===== src/rtl/sam_pkg.sv =====
// ----------------------------------------------------------------------------
// sam_pkg: shared types and constants of the stack allocator
// Request and result items, table entries, cell controls, status codes.
// ----------------------------------------------------------------------------
package sam_pkg;

  localparam int unsigned SAM_MAX_BLOCKS = 32;

  // function codes
  localparam logic [2:0] FN_ALLOC_FIX  = 3'd0;
  localparam logic [2:0] FN_ALLOC_MOV  = 3'd1;
  localparam logic [2:0] FN_FREE_FIX   = 3'd2;
  localparam logic [2:0] FN_FREE_MOV   = 3'd3;
  localparam logic [2:0] FN_RESIZE_FIX = 3'd4;
  localparam logic [2:0] FN_RESIZE_MOV = 3'd5;

  // configuration register indexes
  localparam logic REG_TOTAL_BYTES  = 1'b0;
  localparam logic REG_BASE_ADDRESS = 1'b1;

  localparam logic KIND_RELOC = 1'b0;
  localparam logic KIND_FINAL = 1'b1;

  typedef enum logic [2:0] {
    ST_OK           = 3'd0,
    ST_FULL         = 3'd1,
    ST_OOM          = 3'd2,
    ST_EMPTY        = 3'd3,
    ST_NOT_LAST     = 3'd4,
    ST_NOT_FOUND    = 3'd5,
    ST_FIXED_BEHIND = 3'd6
  } status_e;

  typedef enum logic [1:0] {
    CELL_HOLD,
    CELL_SHIFT,
    CELL_LOAD
  } cell_op_e;

  typedef enum logic [2:0] {
    S_IDLE,
    S_SCAN,
    S_EVAL,
    S_SHIFT,
    S_FINISH
  } state_e;

  typedef enum logic [2:0] {
    ACT_NONE,
    ACT_PUSH,
    ACT_WRITE,
    ACT_POP,
    ACT_REMOVE
  } act_e;

  typedef struct packed {
    logic [2:0]  func;
    logic [31:0] block_addr;
    logic [31:0] req_bytes;
  } req_t;

  typedef struct packed {
    logic        kind;
    logic [2:0]  status;
    logic [31:0] new_addr;
    logic [31:0] old_addr;
    logic [31:0] free_bytes;
    logic [31:0] used_bytes;
    logic [31:0] peak_bytes;
    logic        last;
  } res_t;

  typedef struct packed {
    logic [31:0] start;
    logic [31:0] size;
    logic        movable;
  } entry_t;

  function automatic logic [31:0] free_now(input logic [31:0] total,
                                           input logic [31:0] used);
    logic [31:0] t;
    t = {total[31:6], 6'b0};
    return (t > used) ? (t - used) : 32'd0;
  endfunction

endpackage


===== src/rtl/sam_cell.sv =====
// ----------------------------------------------------------------------------
// sam_cell: one entry of the block table
// Holds one block record; takes its neighbor's record, loads a new one or holds.
// ----------------------------------------------------------------------------
module sam_cell import sam_pkg::*; (
  input  logic     clk_i,
  input  cell_op_e op_i,
  input  entry_t   nbr_i,
  input  entry_t   load_i,
  output entry_t   entry_o
);

  entry_t entry_q;

  always_ff @(posedge clk_i) begin
    case (op_i)
      CELL_SHIFT: entry_q <= nbr_i;
      CELL_LOAD:  entry_q <= load_i;
      default:    entry_q <= entry_q;
    endcase
  end

  assign entry_o = entry_q;

endmodule


===== src/rtl/stack_allocator_with_movable_blocks.sv =====
// ----------------------------------------------------------------------------
// stack_allocator_with_movable_blocks: stack arena allocator with compaction
// Keeps the block table in a ring of cells and walks it one entry per cycle.
// ----------------------------------------------------------------------------
// Usage:
//   Issue a request on req_i with start while busy is low. Results come
//   out on res_o, each marked by res_valid_o for one cycle: zero or more
//   relocation items (one per moved block) and then one final item with
//   last set. The receiver cannot stall; every result is taken as shown.
//   Configuration (total_bytes, base_address) is written through cfg_*
//   while no request is in flight; cfg_ready_o is always high.
// Flow and throughput:
//   Allocation and unused codes: idle, evaluate, finish, then the final
//   item is registered. Free or resize: one lap of the cell ring to search,
//   plus a second lap when a movable block is freed or changes size, in
//   which the later blocks shift. The ring lap sets the rate: one table
//   entry passes the head cell per cycle. busy goes low as the final
//   item is shown.
// Reset: the table is empty and the counters are zero; total_bytes resets
//   to 0xFFFF_FFC0 (the 32-bit arena on the 64-byte grain), base_address to 0.
// ----------------------------------------------------------------------------
module stack_allocator_with_movable_blocks import sam_pkg::*; #(
  parameter int unsigned MAX_BLOCKS = SAM_MAX_BLOCKS
) (
  input  logic        clk_i,
  input  logic        rst_ni,
  input  logic        start,
  output logic        busy,
  input  req_t        req_i,
  output logic        res_valid_o,
  output res_t        res_o,
  input  logic        cfg_valid_i,
  output logic        cfg_ready_o,
  input  logic        cfg_index_i,
  input  logic [31:0] cfg_data_i
);

  localparam int unsigned IW = $clog2(MAX_BLOCKS);
  localparam int unsigned CW = $clog2(MAX_BLOCKS + 1);

  state_e state_q, state_d;

  logic [IW-1:0] cnt_q;
  logic [CW-1:0] count_q;
  logic [31:0]   alloc_q, peak_q, total_q, base_q;
  logic [2:0]    func_q;
  logic [31:0]   addr_q;
  logic [32:0]   n_q;
  logic          found_q, fixed_after_q, last_hit_q;
  logic [IW-1:0] nr_q;
  entry_t        nr_ent_q, last_ent_q;
  status_e       status_q;
  act_e          act_q;
  logic [31:0]   delta_q, new_addr_q;
  logic [IW-1:0] widx_q;
  entry_t        wr_q;
  logic          res_valid_q;
  res_t          res_q;

  entry_t   cell_ent [MAX_BLOCKS];
  cell_op_e cell_op  [MAX_BLOCKS];
  entry_t   head, tail_in;

  logic          accept, lap_end, in_range, hit, shift_hit;
  logic [32:0]   n_in, sum_in;
  logic [31:0]   fr, peak_new;
  logic [32:0]   fr33;
  status_e       ev_status;
  act_e          ev_act;
  logic [31:0]   ev_alloc, ev_delta, ev_new_addr;
  logic [IW-1:0] ev_widx;
  entry_t        ev_wr;
  logic          ev_shift;

  assign accept      = start && !busy;
  assign busy        = (state_q != S_IDLE);
  assign cfg_ready_o = 1'b1;
  assign lap_end     = (cnt_q == IW'(MAX_BLOCKS - 1));

  // size rounding to the 64-byte grain, 64 at least
  assign sum_in = {1'b0, req_i.req_bytes} + 33'd63;
  assign n_in   = (sum_in[32:6] == 27'd0) ? 33'd64 : {sum_in[32:6], 6'b0};

  assign head      = cell_ent[0];
  assign in_range  = (CW'(cnt_q) < count_q);
  assign hit       = ((base_q + head.start) == addr_q);
  assign shift_hit = (state_q == S_SHIFT) && in_range && (cnt_q > nr_q);

  always_comb begin
    tail_in = head;
    if (shift_hit) begin
      tail_in.start = head.start + delta_q;
    end
  end

  // cell ring
  for (genvar k = 0; k < MAX_BLOCKS; k++) begin : g_cell
    entry_t nbr;
    if (k == MAX_BLOCKS - 1) begin : g_tail
      assign nbr = tail_in;
    end else begin : g_mid
      assign nbr = cell_ent[k+1];
    end

    always_comb begin
      cell_op[k] = CELL_HOLD;
      case (state_q)
        S_SCAN, S_SHIFT: cell_op[k] = CELL_SHIFT;
        S_FINISH: begin
          if (act_q == ACT_REMOVE && IW'(k) >= nr_q) begin
            cell_op[k] = CELL_SHIFT;
          end else if ((act_q == ACT_PUSH || act_q == ACT_WRITE) && IW'(k) == widx_q) begin
            cell_op[k] = CELL_LOAD;
          end
        end
        default: cell_op[k] = CELL_HOLD;
      endcase
    end

    sam_cell u_cell (
      .clk_i   (clk_i),
      .op_i    (cell_op[k]),
      .nbr_i   (nbr),
      .load_i  (wr_q),
      .entry_o (cell_ent[k])
    );
  end

  // decision in the evaluate state, after the search lap for free and resize
  assign fr   = free_now(total_q, alloc_q);
  assign fr33 = {1'b0, fr};

  always_comb begin
    ev_status   = ST_OK;
    ev_act      = ACT_NONE;
    ev_alloc    = alloc_q;
    ev_delta    = '0;
    ev_new_addr = '0;
    ev_widx     = nr_q;
    ev_wr       = '{start: nr_ent_q.start, size: n_q[31:0], movable: nr_ent_q.movable};
    case (func_q)
      FN_ALLOC_FIX, FN_ALLOC_MOV: begin
        if (count_q >= CW'(MAX_BLOCKS)) begin
          ev_status = ST_FULL;
        end else if (n_q > fr33) begin
          ev_status = ST_OOM;
        end else begin
          ev_act      = ACT_PUSH;
          ev_alloc    = alloc_q + n_q[31:0];
          ev_widx     = count_q[IW-1:0];
          ev_wr       = '{start: alloc_q, size: n_q[31:0],
                          movable: (func_q == FN_ALLOC_MOV)};
          ev_new_addr = base_q + alloc_q;
        end
      end
      FN_FREE_FIX, FN_RESIZE_FIX: begin
        if (count_q == '0) begin
          ev_status = ST_EMPTY;
        end else if (!last_hit_q) begin
          ev_status = ST_NOT_LAST;
        end else if (func_q == FN_FREE_FIX) begin
          ev_act   = ACT_POP;
          ev_alloc = alloc_q - last_ent_q.size;
        end else if (n_q > fr33 + {1'b0, last_ent_q.size}) begin
          ev_status = ST_OOM;
        end else begin
          ev_act      = ACT_WRITE;
          ev_alloc    = alloc_q - last_ent_q.size + n_q[31:0];
          ev_widx     = IW'(count_q - CW'(1));
          ev_wr       = '{start: last_ent_q.start, size: n_q[31:0],
                          movable: last_ent_q.movable};
          ev_new_addr = base_q + last_ent_q.start;
        end
      end
      FN_FREE_MOV, FN_RESIZE_MOV: begin
        if (count_q == '0) begin
          ev_status = ST_EMPTY;
        end else if (!found_q) begin
          ev_status = ST_NOT_FOUND;
        end else if (fixed_after_q) begin
          ev_status = ST_FIXED_BEHIND;
        end else if (func_q == FN_FREE_MOV) begin
          ev_act   = ACT_REMOVE;
          ev_alloc = alloc_q - nr_ent_q.size;
          ev_delta = 32'd0 - nr_ent_q.size;
        end else if (n_q > fr33 + {1'b0, nr_ent_q.size}) begin
          ev_status = ST_OOM;
        end else begin
          ev_act      = ACT_WRITE;
          ev_alloc    = alloc_q - nr_ent_q.size + n_q[31:0];
          ev_delta    = n_q[31:0] - nr_ent_q.size;
          ev_new_addr = base_q + nr_ent_q.start;
        end
      end
      default: ev_status = ST_OK;
    endcase
    ev_shift = (ev_status == ST_OK) && (ev_delta != '0);
  end

  // next state
  always_comb begin
    state_d = state_q;
    case (state_q)
      S_IDLE: begin
        if (start) begin
          if (req_i.func == FN_FREE_FIX || req_i.func == FN_FREE_MOV ||
              req_i.func == FN_RESIZE_FIX || req_i.func == FN_RESIZE_MOV) begin
            state_d = S_SCAN;
          end else begin
            state_d = S_EVAL;
          end
        end
      end
      S_SCAN:   if (lap_end) state_d = S_EVAL;
      S_EVAL:   state_d = ev_shift ? S_SHIFT : S_FINISH;
      S_SHIFT:  if (lap_end) state_d = S_FINISH;
      S_FINISH: state_d = S_IDLE;
      default:  state_d = S_IDLE;
    endcase
  end

  always_ff @(posedge clk_i or negedge rst_ni) begin
    if (!rst_ni) begin
      state_q <= S_IDLE;
    end else begin
      state_q <= state_d;
    end
  end

  // control and counters
  always_ff @(posedge clk_i or negedge rst_ni) begin
    if (!rst_ni) begin
      cnt_q   <= '0;
      count_q <= '0;
      alloc_q <= '0;
      peak_q  <= '0;
      total_q <= 32'hFFFF_FFC0;
      base_q  <= '0;
      act_q   <= ACT_NONE;
    end else begin
      if (cfg_valid_i && cfg_ready_o) begin
        case (cfg_index_i)
          REG_TOTAL_BYTES:  total_q <= cfg_data_i;
          REG_BASE_ADDRESS: base_q  <= cfg_data_i;
          default:          total_q <= total_q;
        endcase
      end
      if (state_q == S_SCAN || state_q == S_SHIFT) begin
        cnt_q <= lap_end ? '0 : cnt_q + IW'(1);
      end
      if (state_q == S_EVAL) begin
        act_q   <= ev_act;
        alloc_q <= ev_alloc;
      end
      if (state_q == S_FINISH) begin
        peak_q <= peak_new;
        case (act_q)
          ACT_PUSH:            count_q <= count_q + CW'(1);
          ACT_POP, ACT_REMOVE: count_q <= count_q - CW'(1);
          default:             count_q <= count_q;
        endcase
      end
    end
  end

  // request, search results and decision
  always_ff @(posedge clk_i) begin
    if (accept) begin
      func_q        <= req_i.func;
      addr_q        <= req_i.block_addr;
      n_q           <= n_in;
      found_q       <= 1'b0;
      fixed_after_q <= 1'b0;
      last_hit_q    <= 1'b0;
    end
    if (state_q == S_SCAN && in_range) begin
      // keep the highest match; track fixed blocks behind it
      if (hit) begin
        found_q       <= 1'b1;
        nr_q          <= cnt_q;
        nr_ent_q      <= head;
        fixed_after_q <= 1'b0;
      end else if (!head.movable) begin
        fixed_after_q <= 1'b1;
      end
      if (CW'(cnt_q) == count_q - CW'(1)) begin
        last_hit_q <= hit;
        last_ent_q <= head;
      end
    end
    if (state_q == S_EVAL) begin
      status_q   <= ev_status;
      delta_q    <= ev_delta;
      new_addr_q <= ev_new_addr;
      widx_q     <= ev_widx;
      wr_q       <= ev_wr;
    end
  end

  // results
  assign peak_new = (alloc_q > peak_q) ? alloc_q : peak_q;

  always_ff @(posedge clk_i or negedge rst_ni) begin
    if (!rst_ni) begin
      res_valid_q <= 1'b0;
    end else begin
      res_valid_q <= shift_hit || (state_q == S_FINISH);
    end
  end

  always_ff @(posedge clk_i) begin
    if (shift_hit) begin
      res_q.kind       <= KIND_RELOC;
      res_q.status     <= ST_OK;
      res_q.new_addr   <= base_q + tail_in.start;
      res_q.old_addr   <= base_q + head.start;
      res_q.free_bytes <= fr;
      res_q.used_bytes <= alloc_q;
      res_q.peak_bytes <= peak_q;
      res_q.last       <= 1'b0;
    end else if (state_q == S_FINISH) begin
      res_q.kind       <= KIND_FINAL;
      res_q.status     <= status_q;
      res_q.new_addr   <= new_addr_q;
      res_q.old_addr   <= '0;
      res_q.free_bytes <= fr;
      res_q.used_bytes <= alloc_q;
      res_q.peak_bytes <= peak_new;
      res_q.last       <= 1'b1;
    end
  end

  assign res_valid_o = res_valid_q;
  assign res_o       = res_q;

endmodule

===== config.mk =====
export PLATFORM = sky130hd
export DESIGN_NAME = stack_allocator_with_movable_blocks
export DESIGN_NICKNAME = d
export VERILOG_FILES = /design/src/rtl/sam_pkg.sv /design/src/rtl/sam_cell.sv /design/src/rtl/stack_allocator_with_movable_blocks.sv
export SDC_FILE = /design/constraint.sdc
export NUM_CORES = 2
export LEC_CHECK = 0
export BUFFER_PORTS_ARGS = -buffer_cell sky130_fd_sc_hd__buf_2
export CAP_MARGIN = 10
export CORE_MARGIN = 3
export CORE_UTILIZATION = 45
export DETAILED_ROUTE_END_ITERATION = 10
export PLACE_DENSITY_LB_ADDON = 0.3
export SLEW_MARGIN = 20
export SYNTH_ARGS = -nofsm -noshare
export SYNTH_HDL_FRONTEND = slang
export SYNTH_SLANG_ARGS = --single-unit

===== constraint.sdc =====
create_clock -name clk_i -period 11.3 [get_ports clk_i]
set_clock_uncertainty 0.1 [all_clocks]
set_input_delay 1.13 -clock clk_i [delete_from_list [all_inputs] [get_ports clk_i]]
set_output_delay 1.13 -clock clk_i [all_outputs]
set_load 0.005 [all_outputs]

* After elaboration in Yosys (flattened, before gate mapping)
Index checks and enable logic that the tools add are counted. Widths: inputs -> output; s select.
Storage, ports and cells: memories kept 0, latch bits 0, input bits 104, register bits 2733, output and inout port bits 168, bits in read-only memories 0, RAM bits 0, word-level logic and storage cells 671
Cells by class: equal/unequal tests 127, div/mod/pow operators 0, shift-type cells 0, add/sub/neg operators 20, bitwise gates (word level) 1, multipliers 0, magnitude comparators 40, multiplexer cells 219, reduce and logical (&&, ||, !) cells 131
Operators with widths (number):
- $pmux 65 s2 | 33
- $mux 32 | 31
- $mux 65 | 6
- $mux 161 | 2
- $add 32x32->32 | 9
- $pmux 32 s3 | 2
- $mux 2 | 76
- $pmux 2 s2 | 32
- $sub 32x32->32 | 4
- $eq 5x5->1 const A | 16
- $ge 5x5->1 const A | 16
- $logic_and 1x1->1 | 69
- $reduce_bool 2->1 | 34
- $add 32x32->33 | 2
- $gt 33x33->1 | 2
- $eq 2x1->1 const B | 32
- $eq 2x2->1 const B | 32
- $gt 32x32->1 | 2
- $eq 4x5->1 const A | 8
- $ge 4x5->1 const A | 8
- $mux 3 | 13
- $mux 5 | 7
- $add 32x6->33 const B | 1
- $gt 33x32->1 | 1
- other kinds (39) | 100

* Logic depth before layout (Yosys ltp)
word-level depth 14, depth in mapped cells 37, gate-level depth less buffers 36

* Cells and area by module
From an unflattened synthesis, not the netlist that was laid out.
Unflattened totals: cells, all modules 10027, area total of the unflattened synthesis 146207.7 µm²
By module, submodules not included:
- sam_cell | instances 32, area each 2964.1 µm², cells each 140, sequential area each 1951.9 µm²
- stack_allocator_with_movable_blocks | instances 1, area each 51356.8 µm², cells each 5547, sequential area each 18330.1 µm²

* Worst setup path after synthesis
Ideal clock, no wire load.
path kind register to register, start register state_q[1], end register alloc_q[24], setup time 140 ps, buffers on the path 2, clock period less this slack 8472 ps, cell stages (with the launch flop) 12, setup slack 2828 ps, data required time 11060 ps, arrival time 8232 ps, cell sequence dfrtp_1 -> clkbuf_1 -> nand2b_1 -> nor2_1 -> and2_1 -> and3_1 -> nand2_1 -> o211a_2 -> or2_2 -> clkbuf_1 -> a2111oi_0 -> a211oi_1
On the way: longest elaborated chain between the ends 2
RTL lines:
- from (decl) | RTL line stack_allocator_with_movable_blocks.sv:41 | state_e state_q, state_d;
- from (signal assigned) | RTL line stack_allocator_with_movable_blocks.sv:226 | state_q <= state_d;
- $eq 3x2->1 | RTL line stack_allocator_with_movable_blocks.sv:251 | if (state_q == S_EVAL) begin
- $reduce_and 11->1 (no source line)
- to (signal assigned) | RTL line stack_allocator_with_movable_blocks.sv:253 | alloc_q <= ev_alloc;
- to (decl) | RTL line stack_allocator_with_movable_blocks.sv:45 | logic [31:0] alloc_q, peak_q, total_q, base_q;
Every way passes these cells. A chain may end at the register's enable or synchronous reset.

* Worst setup path after layout
start register alloc_q[1], end register widx_q[1] (data pin)
On the way: longest elaborated chain between the ends 9, elaborated cells between the ends (all ways) 13, those cells by class 2 x add/sub; 3 x order compare; 8 x mux
RTL lines:
- $sub 32x32->32 or $gt 32x32->1 (tied branches) | RTL line sam_pkg.sv:83 | return (t > used) ? (t - used) : 32'd0;
- $mux 32 * | RTL line sam_pkg.sv:83
- $add 32x32->33 | RTL line stack_allocator_with_movable_blocks.sv:164 | end else if (n_q > fr33 + {1'b0, last_ent_q.size}) begin
- $gt 33x33->1 | RTL line stack_allocator_with_movable_blocks.sv:164
- $mux 5 | RTL line stack_allocator_with_movable_blocks.sv:164
- $mux 5 | RTL line stack_allocator_with_movable_blocks.sv:161 | end else if (func_q == FN_FREE_FIX) begin
- $mux 5 | RTL line stack_allocator_with_movable_blocks.sv:159 | end else if (!last_hit_q) begin
- $mux 5 | RTL line stack_allocator_with_movable_blocks.sv:157 | if (count_q == '0) begin
- $pmux 5 s2 * | RTL line stack_allocator_with_movable_blocks.sv:141 | case (func_q)
- net ev_widx[1] | RTL line stack_allocator_with_movable_blocks.sv:71 | logic [IW-1:0] ev_widx;
- to (signal assigned) | RTL line stack_allocator_with_movable_blocks.sv:295 | widx_q <= ev_widx;
- to (decl) | RTL line stack_allocator_with_movable_blocks.sv:55 | logic [IW-1:0] widx_q;
Mark *: on every way through the listed nets, which the timed path passes. The rest lies on a longest branch.

==> results summary <==
The first-pass iteration count of the detailed router is 9. Yosys mapped a number of flops with a built-in enable equal to 2568. The area growth from synthesis to layout is 11.6%. The longest individual stage delay on the worst path is about 1.1 ns.

The run finished with clean final reports. The aggregate global-route resource usage came out at 28.8%. The number of library cell types mapped by synthesis came out at around 110. The maximum frequency from static timing analysis is ~96 MHz.

The height of the die came out at roughly 560 µm. The detail-routed via count per cell is 6.19. Leaving out fill and tap cells, the most frequent cells in the layout are edfxtp_1 (2568), mux2_2 (1951), ha_1 (567). STA classifies the critical path startpoint as a register. Setup repair after global routing left no endpoint under its margin. The worst slew margin relative to its limit came out at 17.6%. The share of flip-flops with an asynchronous set or reset came out at 5.16%. For this run, the number of standard cells in the final layout without fillers is 14800. The cell count after placement came out at 14200.

The maximum number of pins on one net before global-route repair is between 80 and 90. The detailed-placement wirelength estimate is 321000 µm. Each instance of the synthesized netlist takes up on average 13.6 µm². The slew at the pin with the worst max-slew slack is 1.22 ns. The initial antenna violation count came out at 39. The floorplan step defined a core boundary enclosing slightly above 300000 µm².

The final-report setup violation count came out at 0. The worst hold path belongs to the class input pin to register. The hold violation count in the final report is 0. The footprint of the multi-input gates is around 55000 µm². The count of buffers from port buffering is 270.

CTS saw ~2700 sinks. The max-capacitance violation count is 0. Gates resized during post-CTS repair numbered 0. The clock-pin slew reported for the worst setup and hold paths after clock tree synthesis came out at 0.06 ns. The horizontal die dimension came out at around 560 µm. The primary flip-flop cell chosen by synthesis mapping is edfxtp_1. The weighted congestion reported at the end of routability-driven placement is 1.01. The final wirelength came out at approximately 470000 µm. The vias after detailed routing came out at 91500.

The number of global-route vias before repair was 89700. The global-route wire length before repair is about 660000 µm. The count of nets left with antenna violations once routing finished came out at 0. For the finished layout, the period the worst path requires is 10.38 ns. For this design the ratio of total power to cell area is 220 nW/µm². The number of remaining DRC errors came out at 0. The kind of critical path is register to register. The worst-case IR drop observed on VDD is roughly 0.19 mV. The sum of overflow across all layers after global routing is 0. The CTS tree is yes. The post-cts hold buffer count is 1. Across the whole layout, storage elements account for 80800 µm². The data required time of the critical path came out at 11.86 ns. STA puts the critical path data arrival time at 10.94 ns. The number of synthesized register bits came out at approximately 2700. The commonest non-fill, non-tap cell in the layout is edfxtp_1. The number of levels the H-tree was split into came out at 5. The effective utilization at floorplan came out at 45.4%. The sequential-to-total area share from yosys stat came out at 58.1%. The buffer levels on the longest clock path is 4.

The clock latency of the later-clocked register in the worst-skew pair is 0.91 ns. The top-level port count came out at 272. After routing, the total negative slack on setup checks comes to 0 ns. The Yosys step of the flow raised 0 warnings. The wire length per cell after detailed routing came out at 31.5 µm. Along the worst path, the maximum fanout reaches 37. The worst setup path is captured at a register.

The die area came out at approximately 320000 µm². The final worst-path cycle share came out at 91.9%. On the critical path, the stage with the largest delay is an instance of nor4_1. The layout net count came out at 11200.

The number of violations reported at the end of detailed-routing iteration 0 came out at 10000. The total leakage power is around 0.048 µW. The net count after synthesis came out at between 10000 and 15000. The floorplan has between 200 and 250 rows.

The post-route netlist has 28.8% of its cells at a drive strength greater than 1. The number of instances in the synthesized netlist is around 10000. The number of max-slew violations in the final report came out at 0. The area of the mapped netlist is 139000 µm². The number of fill cells is 25900. The root buffer cell is clkbuf_16. The number of setup buffers added after CTS is 0. The total CTS buffers is 299.
## synth_stat cells, drive strengths merged, types with 19 or more instances
library cell	number	area, µm²
nand2b	78	488
nand4	71	444
xnor2	274	2400
and3	57	357
ha	599	7490
inv	293	1100
or3	48	300
nand3	127	641
clkbuf	544	2040
dfrtp	114	2850
buf	35	155
o21ai	343	1720
nor2	398	1500
a21o	209	1570
o311ai	42	368
a21oi	407	2040
o21bai	48	372
nor3	117	602
dfstp	26	683
o22ai	19	119
o31ai	70	526
o211ai	45	338
nor2b	255	1600
nor4	49	343
mux2	1951	22000
xor2	173	1520
edfxtp	2568	77100
a211oi	93	713
a31oi	52	325
o21a	73	548
a22oi	56	420
nand2	494	1850
or2	27	169
and2	46	288
mux2i	22	220
## power by group
group | switching [µW] | leakage (µW) | internal (µW)
registers | 277 | 0.0221 | 12500
clock network | 4160 | 0.00468 | 5620
logic | 8320 | 0.0212 | 3310
## state kept, by name, indices dropped and copies added (netlist names), 26 cells and up
name and count:
alloc_q 32, addr_q 32, res_o 164, n_q 27
g_cell.u_cell.entry_o 2080, new_addr_q 32, delta_q 32, peak_q 32
nr_ent_q 65, total_q 26, wr_q 59, base_q 32
last_ent_q 65
## worst max-delay path, delay by kind of cell (launching register included)
family          cells  cell delay [ns]
buf+inv             5             1.27
simple gates       11             3.26
xor+xnor            1             0.09
flops               1             0.37
compound gates     15             4.17
fa+ha+maj           3             0.87
## cell type report
type | count | share of cell area, %
well taps | 4100 | 3.30
multi-input cells | 6623 | 35.6
flip-flops and latches | 2715 | 52.0
clock buffers | 370 | 5.15
inverters | 293 | 0.712
repair buffers | 508 | 2.09
diodes | 10 | 0.0161
clock inverters | 166 | 1.06
## worst paths after layout
check | startpoint | to | slack, ns | depth (start not counted)
max in group asynchronous | rst_ni | base_q[1]$_DFFE_PN0P_ | 9.10 | 3
hold reg to reg | res_o[162]$_SDFFE_PP0P_ | res_o[162]$_SDFFE_PP0P_ | 0.38 | 2
setup / recovery | alloc_q[1]$_DFFE_PN0P_ | widx_q[1]$_DFFE_PN_ | 0.92 | 35
min in group asynchronous | rst_ni | peak_q[27]$_DFFE_PN0P_ | 0.60 | 2
hold / removal | req_i[62] | addr_q[30]$_DFFE_PP_ | 0.30 | 1
setup reg to reg | alloc_q[1]$_DFFE_PN0P_ | widx_q[1]$_DFFE_PN_ | 0.92 | 35
## metrics by stage
step           area [µm²]  hold slack, ns  util (%)  power, µW  setup slack, ns
6_report           155000           0.302      50.6      34200            0.918
5_1_grt            155000           0.261      50.6      35500            0.325
4_1_cts            155000           0.235      50.6      34100             1.11
3_5_place_dp       146000           0.353      47.5      24300             1.14
3_3_place_gp       145000           0.357      47.4      24200             1.14
2_1_floorplan      139000           0.337         -      19900             2.83
## cell families after synthesis
| group | after synthesis | share of synthesized area [%] |
|---|---|---|
| and+or+nand+nor | 1849 | 6.69 |
| buffers and inverters | 872 | 2.37 |
| muxes | 1976 | 16.0 |
| DFF | 2715 | 58.1 |
| xor gates and xnor gates | 452 | 2.90 |
| AOI/OAI and AO/OA | 1733 | 8.36 |
| adders and majority gates | 612 | 5.58 |
| other | 1 | 0.00270 |
## routing by layer
layer | GRT usage (%) | part of all wire [%] | vias to the layer above
li1 | - | - | 39300
met1 | 41.1 | 43 | 47400
met2 | 45.3 | 46 | 4020
met3 | 4.58 | 7.8 | 728
met4 | 8.52 | 3.3 | 14
met5 | 0 | 0.020 | -
(Power assumes the default switching activity.)
